### src/sv/u8d_pkg.sv
`timescale 1ns / 1ps

package u8d_pkg;

  // Result status codes.
  typedef enum logic [2:0] {
    ST_OK       = 3'd0,
    ST_NONE     = 3'd1,
    ST_BAD_LEAD = 3'd2,
    ST_TRUNC    = 3'd3,
    ST_BAD_CONT = 3'd4,
    ST_OVERLONG = 3'd5,
    ST_INVALID  = 3'd6
  } status_t;

  // Lead byte class boundaries.
  localparam logic [7:0] ASCII_MAX  = 8'h7F;
  localparam logic [7:0] LEAD2_MIN  = 8'hC2;
  localparam logic [7:0] LEAD2_MAX  = 8'hDF;
  localparam logic [7:0] LEAD3_MIN  = 8'hE0;
  localparam logic [7:0] LEAD3_MAX  = 8'hEF;
  localparam logic [7:0] LEAD4_MIN  = 8'hF0;
  localparam logic [7:0] LEAD4_MAX  = 8'hF4;

  // Code point limits.
  localparam logic [20:0] CP_MIN2      = 21'h000080;
  localparam logic [20:0] CP_MIN3      = 21'h000800;
  localparam logic [20:0] CP_MIN4      = 21'h010000;
  localparam logic [20:0] CP_MAX       = 21'h10FFFF;
  localparam logic [20:0] SURR_MIN     = 21'h00D800;
  localparam logic [20:0] SURR_MAX     = 21'h00DFFF;
  localparam logic [20:0] NONCHAR_FFFE = 21'h00FFFE;
  localparam logic [20:0] NONCHAR_FFFF = 21'h00FFFF;

  localparam logic [2:0] AVAIL_MAX = 3'd4;
  localparam int unsigned NUM_LANES = 3;

  // Input transaction.
  typedef struct packed {
    logic [7:0] byte0;
    logic [7:0] byte1;
    logic [7:0] byte2;
    logic [7:0] byte3;
    logic [2:0] available;
  } win_t;

  // Result transaction.
  typedef struct packed {
    status_t     status;
    logic [2:0]  seq_length;
    logic [20:0] code_point;
    logic [1:0]  bad_offset;
  } res_t;

  // Lead byte classification: length 0 means a bad lead.
  typedef struct packed {
    logic [2:0] len;
    logic [6:0] bits;
  } lead_t;

  // What one continuation lane reports.
  typedef struct packed {
    logic       cont_ok;
    logic [5:0] bits;
  } lane_t;

  // Registered lane findings handed to the merge stage.
  typedef struct packed {
    logic [2:0]                 avail;
    lead_t                      lead;
    lane_t [NUM_LANES-1:0]      lanes;
  } found_t;

endpackage

### src/sv/u8d_lead.sv
`timescale 1ns / 1ps

module u8d_lead
  import u8d_pkg::*;
(
  input  logic [7:0] byte0,
  output lead_t      lead
);

  // Classify the lead byte and keep its payload bits.
  always_comb begin
    lead = '0;
    case (byte0) inside
      [8'h00:ASCII_MAX]: begin
        lead.len  = 3'd1;
        lead.bits = byte0[6:0];
      end
      [LEAD2_MIN:LEAD2_MAX]: begin
        lead.len  = 3'd2;
        lead.bits = {2'b00, byte0[4:0]};
      end
      [LEAD3_MIN:LEAD3_MAX]: begin
        lead.len  = 3'd3;
        lead.bits = {3'b000, byte0[3:0]};
      end
      [LEAD4_MIN:LEAD4_MAX]: begin
        lead.len  = 3'd4;
        lead.bits = {4'b0000, byte0[2:0]};
      end
      default: begin
        lead = '0;
      end
    endcase
  end

endmodule

### src/sv/u8d_lane.sv
`timescale 1ns / 1ps

module u8d_lane
  import u8d_pkg::*;
(
  input  logic [7:0] data,
  output lane_t      lane
);

  // A continuation byte has the form 10xxxxxx.
  assign lane.cont_ok = (data[7:6] == 2'b10);
  assign lane.bits    = data[5:0];

endmodule

### src/sv/u8d_merge.sv
`timescale 1ns / 1ps

module u8d_merge
  import u8d_pkg::*;
(
  input  found_t found,
  output res_t   res
);

  logic [2:0]  len;
  logic [2:0]  fail;
  logic [20:0] cp;
  logic        overlong;
  logic        invalid;

  assign len = found.lead.len;

  // A lane only counts when the sequence reaches its offset.
  assign fail[0] = (len >= 3'd2) && !found.lanes[0].cont_ok;
  assign fail[1] = (len >= 3'd3) && !found.lanes[1].cont_ok;
  assign fail[2] = (len == 3'd4) && !found.lanes[2].cont_ok;

  // Assemble the code point from the lead and lane payloads.
  always_comb begin
    case (len)
      3'd1:    cp = {14'd0, found.lead.bits};
      3'd2:    cp = {10'd0, found.lead.bits[4:0], found.lanes[0].bits};
      3'd3:    cp = {5'd0, found.lead.bits[3:0], found.lanes[0].bits,
                     found.lanes[1].bits};
      3'd4:    cp = {found.lead.bits[2:0], found.lanes[0].bits,
                     found.lanes[1].bits, found.lanes[2].bits};
      default: cp = '0;
    endcase
  end

  // Range checks per sequence length.
  always_comb begin
    case (len)
      3'd2:    overlong = (cp < CP_MIN2);
      3'd3:    overlong = (cp < CP_MIN3);
      3'd4:    overlong = (cp < CP_MIN4) || (cp > CP_MAX);
      default: overlong = 1'b0;
    endcase
  end

  assign invalid = ((cp >= SURR_MIN) && (cp <= SURR_MAX)) ||
                   (cp == NONCHAR_FFFE) || (cp == NONCHAR_FFFF);

  // Apply the checks in priority order.
  always_comb begin
    res = '0;
    if (found.avail == 3'd0) begin
      res.status = ST_NONE;
    end else if (len == 3'd0) begin
      res.status = ST_BAD_LEAD;
    end else if (found.avail < len) begin
      res.status = ST_TRUNC;
    end else if (fail[0]) begin
      res.status     = ST_BAD_CONT;
      res.bad_offset = 2'd1;
    end else if (fail[1]) begin
      res.status     = ST_BAD_CONT;
      res.bad_offset = 2'd2;
    end else if (fail[2]) begin
      res.status     = ST_BAD_CONT;
      res.bad_offset = 2'd3;
    end else if (overlong) begin
      res.status = ST_OVERLONG;
    end else if (invalid) begin
      res.status = ST_INVALID;
    end else begin
      res.status     = ST_OK;
      res.seq_length = len;
      res.code_point = cp;
    end
  end

endmodule

### src/sv/utf8_sequence_decoder.sv
`timescale 1ns / 1ps

// UTF-8 sequence decoder.
// The win channel carries a four-byte window of text and the count of bytes
// still available (values above four mean four or more). For each window the
// res channel returns one transaction: a status, the sequence length, the
// decoded code point and, for a bad continuation byte, its offset.
// Both channels use valid/ready; a transaction moves when both are high.
// From acceptance to res_valid a window passes the lane register, holding
// what the lead classifier and the three continuation lanes found, and then
// the output register, holding the merged result. One transaction is taken
// every cycle as long as the receiver takes results.
// When res_ready is low the result holds and the lane register can still
// take one more window; after that win_ready drops until the output drains.
// Synchronous reset empties both registers; no result is pending afterward.
module utf8_sequence_decoder
  import u8d_pkg::*;
(
  input  logic clk,
  input  logic rst,
  input  logic win_valid,
  output logic win_ready,
  input  win_t win,
  output logic res_valid,
  input  logic res_ready,
  output res_t res
);

  lead_t                 lead;
  lane_t [NUM_LANES-1:0] lanes;
  found_t                found_next;
  found_t                found;
  logic                  found_valid;
  res_t                  merged;
  logic                  out_advance;
  logic                  win_take;

  // Lead classifier and one lane per continuation offset.
  u8d_lead u_lead (
    .byte0 (win.byte0),
    .lead  (lead)
  );

  u8d_lane u_lane1 (.data(win.byte1), .lane(lanes[0]));
  u8d_lane u_lane2 (.data(win.byte2), .lane(lanes[1]));
  u8d_lane u_lane3 (.data(win.byte3), .lane(lanes[2]));

  always_comb begin
    found_next.avail = (win.available > AVAIL_MAX) ? AVAIL_MAX : win.available;
    found_next.lead  = lead;
    found_next.lanes = lanes;
  end

  // Pipeline flow control.
  assign out_advance = !res_valid || res_ready;
  assign win_ready   = !found_valid || out_advance;
  assign win_take    = win_valid && win_ready;

  // Lane findings register.
  always_ff @(posedge clk) begin
    if (rst) begin
      found_valid <= 1'b0;
    end else if (win_ready) begin
      found_valid <= win_valid;
    end
    if (win_take) begin
      found <= found_next;
    end
  end

  u8d_merge u_merge (
    .found (found),
    .res   (merged)
  );

  // Output register.
  always_ff @(posedge clk) begin
    if (rst) begin
      res_valid <= 1'b0;
    end else if (out_advance) begin
      res_valid <= found_valid;
    end
    if (out_advance && found_valid) begin
      res <= merged;
    end
  end

endmodule

### config.mk
export PLATFORM = sky130hd
export DESIGN_NAME = utf8_sequence_decoder
export DESIGN_NICKNAME = d
export VERILOG_FILES = /design/src/sv/u8d_pkg.sv /design/src/sv/u8d_lead.sv /design/src/sv/u8d_lane.sv /design/src/sv/u8d_merge.sv /design/src/sv/utf8_sequence_decoder.sv
export SDC_FILE = /design/constraint.sdc
export NUM_CORES = 1
export LEC_CHECK = 0
export CAP_MARGIN = 0
export CORE_MARGIN = 2
export CORE_UTILIZATION = 55
export CTS_CLUSTER_SIZE = 14
export DETAILED_ROUTE_END_ITERATION = 16
export DONT_BUFFER_PORTS = 1
export GPL_ROUTABILITY_DRIVEN = 1
export PLACE_DENSITY_LB_ADDON = 0.3
export SYNTH_ARGS = -nofsm -noshare
export SYNTH_HDL_FRONTEND = slang
export SYNTH_SLANG_ARGS = --single-unit
### constraint.sdc
create_clock -name clk -period 3.3 [get_ports clk]
set_input_delay 0.66 -clock clk [delete_from_list [all_inputs] [get_ports clk]]
set_output_delay 0.66 -clock clk [all_outputs]
set_load 0.05 [all_outputs]
==> results.yml, run 1 <==
outcome:
  status: "completed"
logic_synthesis:
  synth_top_area_cell: "edfxtp_1"
  synth_fp_nets: 291
  synth.most_common_cell: "edfxtp_1"
  synth_area_leaders: "edfxtp_1 (58%), mux2i_1 (2.4%), nor3_2 (2.4%), nor2b_1 (2.3%), nand2_1 (2.2%)"
  synthCells: 250
  yosys-top-cells-count: "edfxtp_1 (63), nand2_1 (19), nor2b_1 (12), nor3_1 (12), nor2_1 (11)"
  synth.top_cell.area_share_pct: 57.7
  synth_cell_types: 63
  avgSynthCellArea_um2: 13.1
  synth-seq-cells: 65
  synth_ff_type: "edfxtp_1"
  synthArstFlopShare_pct: 0
  ys_warn_count: 0
  synth_edf_count: 63
  yosysSeqAreaShare_pct: 58.9
  syn_area_um2: 3280
setup_path:
  reg2reg_slack_ns: 0.18
  cp_max_fo: 22
  critPathArrivalTime_ns: 3.13
  reg2regPathDepth: 7
  worstSetupPathType: "reg2reg"
  worst_setup_path_start_kind: "register"
  required_ns: 3.32
  cp-end-kind: "register"
floorplan:
  placeableCoreArea_um2: 5850
  die-area_um2: 6590
  start_util_pct: 56.0
  die_h_um: 81.2
  row_count: 28
  die-width_um: 81.2
  io_pins: 70
hold_path:
  min_path_type: "in2reg"
  hold_depth: 1
job:
  maxCapViolations: 0
routing:
  via_per_inst: 6.01
  totalWireLength_um: 6000
  drt.antenna.violating_nets: 0
  num_vias: 2020
  first_pass_iters: 4
  drt_iter0_markers: 92
  wl_per_cell_um: 17.9
  route.detailed.drc: 0
clock_network:
  clockRootBuffer: "clkbuf_8"
  cts_buffers: 9
  post_cts_buffers: 0
  clk_latency_ns: 0.32
  cts-resized-gates: 0
  clkSinkCount: 65
  clk_pin_slew_ns: 0.06
  cts_tree: "built"
  htree_levels: 3
  max-clock-path-buffers: 2
  cts_hold_buf: 0
global_route:
  antenna_found_initial: 0
  grt_remaining_overflow: 0
  grt_pass1_wl_um: 9570
  grt_pass1_vias: 1935
  grt_usage_pct: 19.5
  grt_start_max_net_pins: 35
timing:
  drv_slew: 0
  slew_headroom_pct: 30.1
  fin_crit_sh_pct: 94.4
  finalClockSkew_ns: 0.00568
  min_period_ns: 3.12
  hold_violations: 0
  fmax_ghz: 0.321
  tightestPinTransition_ns: 1.05
  setup-violations-final: 0
  rsz0062_at_grt: "false"
  tns_ns: 0
layout:
  multi_input_area_um2: 1230
  drive_gt1_share_pct: 17.6
  nNetsFinal: 297
  seq_area_um2: 1930
  instances_no_fill: 336
  final_util_pct: 60.4
  fill_cells: 458
  diodes: 0
  area_growth_pct: 7.71
place:
  dp_cells: 320
  place_congestion: 0.875
  io_buffer_count: 0
  dp_hpwl_um: 4470
power:
  peakVddDrop_mv: 0.369
  p_per_area_nw_per_um2: 522
  power_leakage_uw: 0.00116
==> logic make-up after synthesis <==
logic type / count (synthesis) / synth area share [%]
compound gates: 50 / 11.7
xor+xnor: 1 / 0.267
fa+ha+maj: 2 / 0.763
buf+inv: 18 / 3.59
flops: 65 / 58.9
mux: 9 / 2.79
simple gates: 105 / 22.0
==> routing by layer <==
layer / global-route usage [%] / wire length [um] / part of all wire (%)
met1: 27.5 / 2850 / 48
met2: 29.4 / 2780 / 46
met3: 5.00 / 280 / 4.7
met4: 6.61 / 89 / 1.5
met5: 0 / 0 / 0
==> worst paths after layout <==
kind / startpoint / end
setup / recovery: found[29]$_SDFFCE_PP0P_ / res[17]$_SDFFCE_PP0P_
hold reg to reg: found_valid$_SDFFE_PP0N_ / res_valid$_SDFFE_PP0P_
setup reg to reg: found[29]$_SDFFCE_PP0P_ / res[17]$_SDFFCE_PP0P_
hold / removal: rst / res_valid$_SDFFE_PP0P_
==> placed cells by master (no fill, tap or decap), drive strengths merged, types with 3 or more instances in the layout <==
cell / netlist / final
clkinv: 1 / 4
and2: 7 / 7
inv: 4 / 4
clkbuf: 2 / 12
a32oi: 3 / 3
a22o: 4 / 4
a22oi: 3 / 3
or3b: 3 / 3
a21oi: 4 / 4
nand4bb: 3 / 3
nand4b: 3 / 3
nor3b: 6 / 6
a211oi: 5 / 5
o2bb2ai: 4 / 4
nand2: 19 / 19
nor2: 11 / 11
nor3: 20 / 20
mux2i: 8 / 8
buf: 11 / 8
o21ai: 7 / 7
o21a: 4 / 4
edfxtp: 63 / 63
nor2b: 12 / 12
==> state kept, by name, summed over array words and instances (netlist names) <==
| name | flops |
|---|---|
| found | 34 |
| res | 29 |
| found_valid | 1 |
| res_valid | 1 |
==> power by group <==
group	switching [uW]	internal, uW
registers	104	964
clock network	267	345
logic	96.7	66.4
total	468	1370
==> per-stage QoR <==
step	area [um^2]	hold WS, ns	setup WS [ns]	total power, uW
after floorplan	3280	0.478	0.694	1210
after global placement	3350	0.501	0.358	1240
after detailed placement	3350	0.511	0.240	1250
after CTS	3530	0.391	0.232	1850
after global routing	3530	0.387	0.00258	1910
final	3530	0.399	0.184	1840
==> area by class of cell <==
type                       instances  share of cell area, %
inverter                           5                  0.532
clock inverter                     4                   1.24
clock buffer                      12                   3.83
sequential                        65                   54.7
multi-input combinational        167                   35.0
timing repair buffer               8                   2.06
tap                               75                   2.66
==> critical path, cell delays in order, from the launching register on <==
cell,delay [ns]
edfxtp_1,0.57
nor3b_4,0.64
a22oi_1,0.25
nand4bb_1,0.24
or3b_1,0.44
nor4_4,0.36
buf_12,0.22
a211oi_1,0.08
Note: power is estimated with default switching activity, not from simulation.
==> inputs of run 2 (changes only) <==
--- a/config.mk
+++ b/config.mk
@@ -7,7 +7,7 @@
 export LEC_CHECK = 0
 export CAP_MARGIN = 0
 export CORE_MARGIN = 2
-export CORE_UTILIZATION = 55
+export CORE_UTILIZATION = 40
 export CTS_CLUSTER_SIZE = 14
 export DETAILED_ROUTE_END_ITERATION = 16
 export DONT_BUFFER_PORTS = 1
==> results.yml, run 2 (same netlist as run 1, synthesis figures left out) <==
outcome:
  status: "completed"
floorplan:
  die-area_um2: 8940
  io_pins: 70
  die-width_um: 94.5
  placeableCoreArea_um2: 8090
  start_util_pct: 40.5
  row_count: 33
  die_h_um: 94.5
global_route:
  grt_pass1_wl_um: 10500
  grt_pass1_vias: 2004
  grt_start_max_net_pins: 35
  antenna_found_initial: 0
  grt_remaining_overflow: 0
  grt_usage_pct: 15.9
layout:
  final_cell_mix: "edfxtp_1 (63), nand2_1 (19), nor3_1 (12), nor2b_1 (11), nor2_1 (11)"
  diodes: 0
  largestRegisters: "found x34, res x29"
  final_util_pct: 44.4
  area_growth_pct: 9.73
  drive_gt1_share_pct: 19.7
  regMostFlops: "found"
  largest_reg_flops: 34
  fill_cells: 774
  seq_area_um2: 1930
  multi_input_area_um2: 1230
  layout_commonest_cell: "edfxtp_1"
  nNetsFinal: 300
clock_network:
  max-clock-path-buffers: 2
  cts_buffers: 9
  clk_latency_ns: 0.33
  cts_tree: "built"
  clkSinkCount: 65
  post_cts_buffers: 0
  cts-resized-gates: 0
  cts_hold_buf: 0
  clockRootBuffer: "clkbuf_8"
  clk_pin_slew_ns: 0.06
  htree_levels: 3
timing:
  finalClockSkew_ns: 0.00498
  tns_ns: 0
  fmax_ghz: 0.335
  tightestPinTransition_ns: 0.494
  drv_slew: 0
  min_period_ns: 2.99
  setup-violations-final: 0
  worst_slack_ns: 0.315
  hold_violations: 0
  slew_headroom_pct: 67.0
  rsz0062_at_grt: "false"
  fin_crit_sh_pct: 90.5
  holdWs_ns: 0.388
place:
  dp_hpwl_um: 5110
  io_buffer_count: 0
  place_congestion: 0.915
  place_ws_ns: 0.364
routing:
  totalWireLength_um: 6690
  num_vias: 2043
  wl_per_cell_um: 18.1
  drt.antenna.violating_nets: 0
  route.detailed.drc: 0
  via_per_inst: 5.54
  first_pass_iters: 4
  drt_iter0_markers: 93
hold_path:
  min_path_type: "in2reg"
  hold_depth: 1
  hold_end: "res_valid$_SDFFE_PP0P_"
  hold_start: "rst"
setup_path:
  worst_setup_path_start_kind: "register"
  cp_max_fo: 19
  startpoint: "found[29]$_SDFFCE_PP0P_"
  critPathArrivalTime_ns: 3.06
  rr_startpoint: "found[29]$_SDFFCE_PP0P_"
  reg2reg_slack_ns: 0.31
  required_ns: 3.37
  worstSetupPathType: "reg2reg"
  r2r-end: "res[25]$_SDFFCE_PP0P_"
  reg2regPathDepth: 7
  cp-end-kind: "register"
power:
  peakVddDrop_mv: 0.150
  p_per_area_nw_per_um2: 518
  power_leakage_uw: 0.00117
job:
  maxCapViolations: 0
-- run 2: metal layers --
layer	vias to the layer above	track usage [%]	wire, um
met5	-	0	0
met4	0	7.37	122
met3	11	4.15	360
met2	78	25.4	3110
met1	954	20.4	3100
li1	1000	-	-
-- run 2: where the power goes --
group	internal (uW)	switching (uW)
Clock	340	283
Combinational	70.6	101
Sequential	963	106
-- run 2: worst max path at each step --
stage | end | slack [ns] | cells after the start
5_1_grt | res[25]$_SDFFCE_PP0P_ | 0.20 | 7
4_1_cts | res[25]$_SDFFCE_PP0P_ | 0.37 | 7
6_report | res[25]$_SDFFCE_PP0P_ | 0.31 | 7
3_5_place_dp | res[25]$_SDFFCE_PP0P_ | 0.36 | 7
3_3_place_gp | res[24]$_SDFFCE_PP0P_ | 0.39 | 7
2_1_floorplan | res[16]$_SDFFCE_PP0P_ | 0.69 | 10
-- run 2: per-stage QoR --
stage | instance area [um^2] | total power (uW) | cells
5_1_grt | 3600 | 1940 | 369
2_1_floorplan | 3280 | 1210 | 250
3_5_place_dp | 3410 | 1260 | 353
6_report | 3600 | 1860 | 369
4_1_cts | 3600 | 1890 | 369
3_3_place_gp | 3410 | 1260 | 353
-- run 2: layout make-up --
cell class	count	share of cell area [%]
Timing Repair Buffer	11	2.64
Clock buffer	9	3.44
Tap cell	105	3.65
Multi-Input combinational cell	167	34.3
Clock inverter	7	1.70
Inverter	5	0.522
Sequential cell	65	53.7
-- run 2: critical path, cell delays in order (launching register included) --
cell and delay [ns]:
edfxtp_1 0.57, nor3b_4 0.52, a22oi_1 0.23, nand4bb_1 0.22, or3b_1 0.43, nor4_4 0.45, buf_12 0.22, nor3_1 0.08
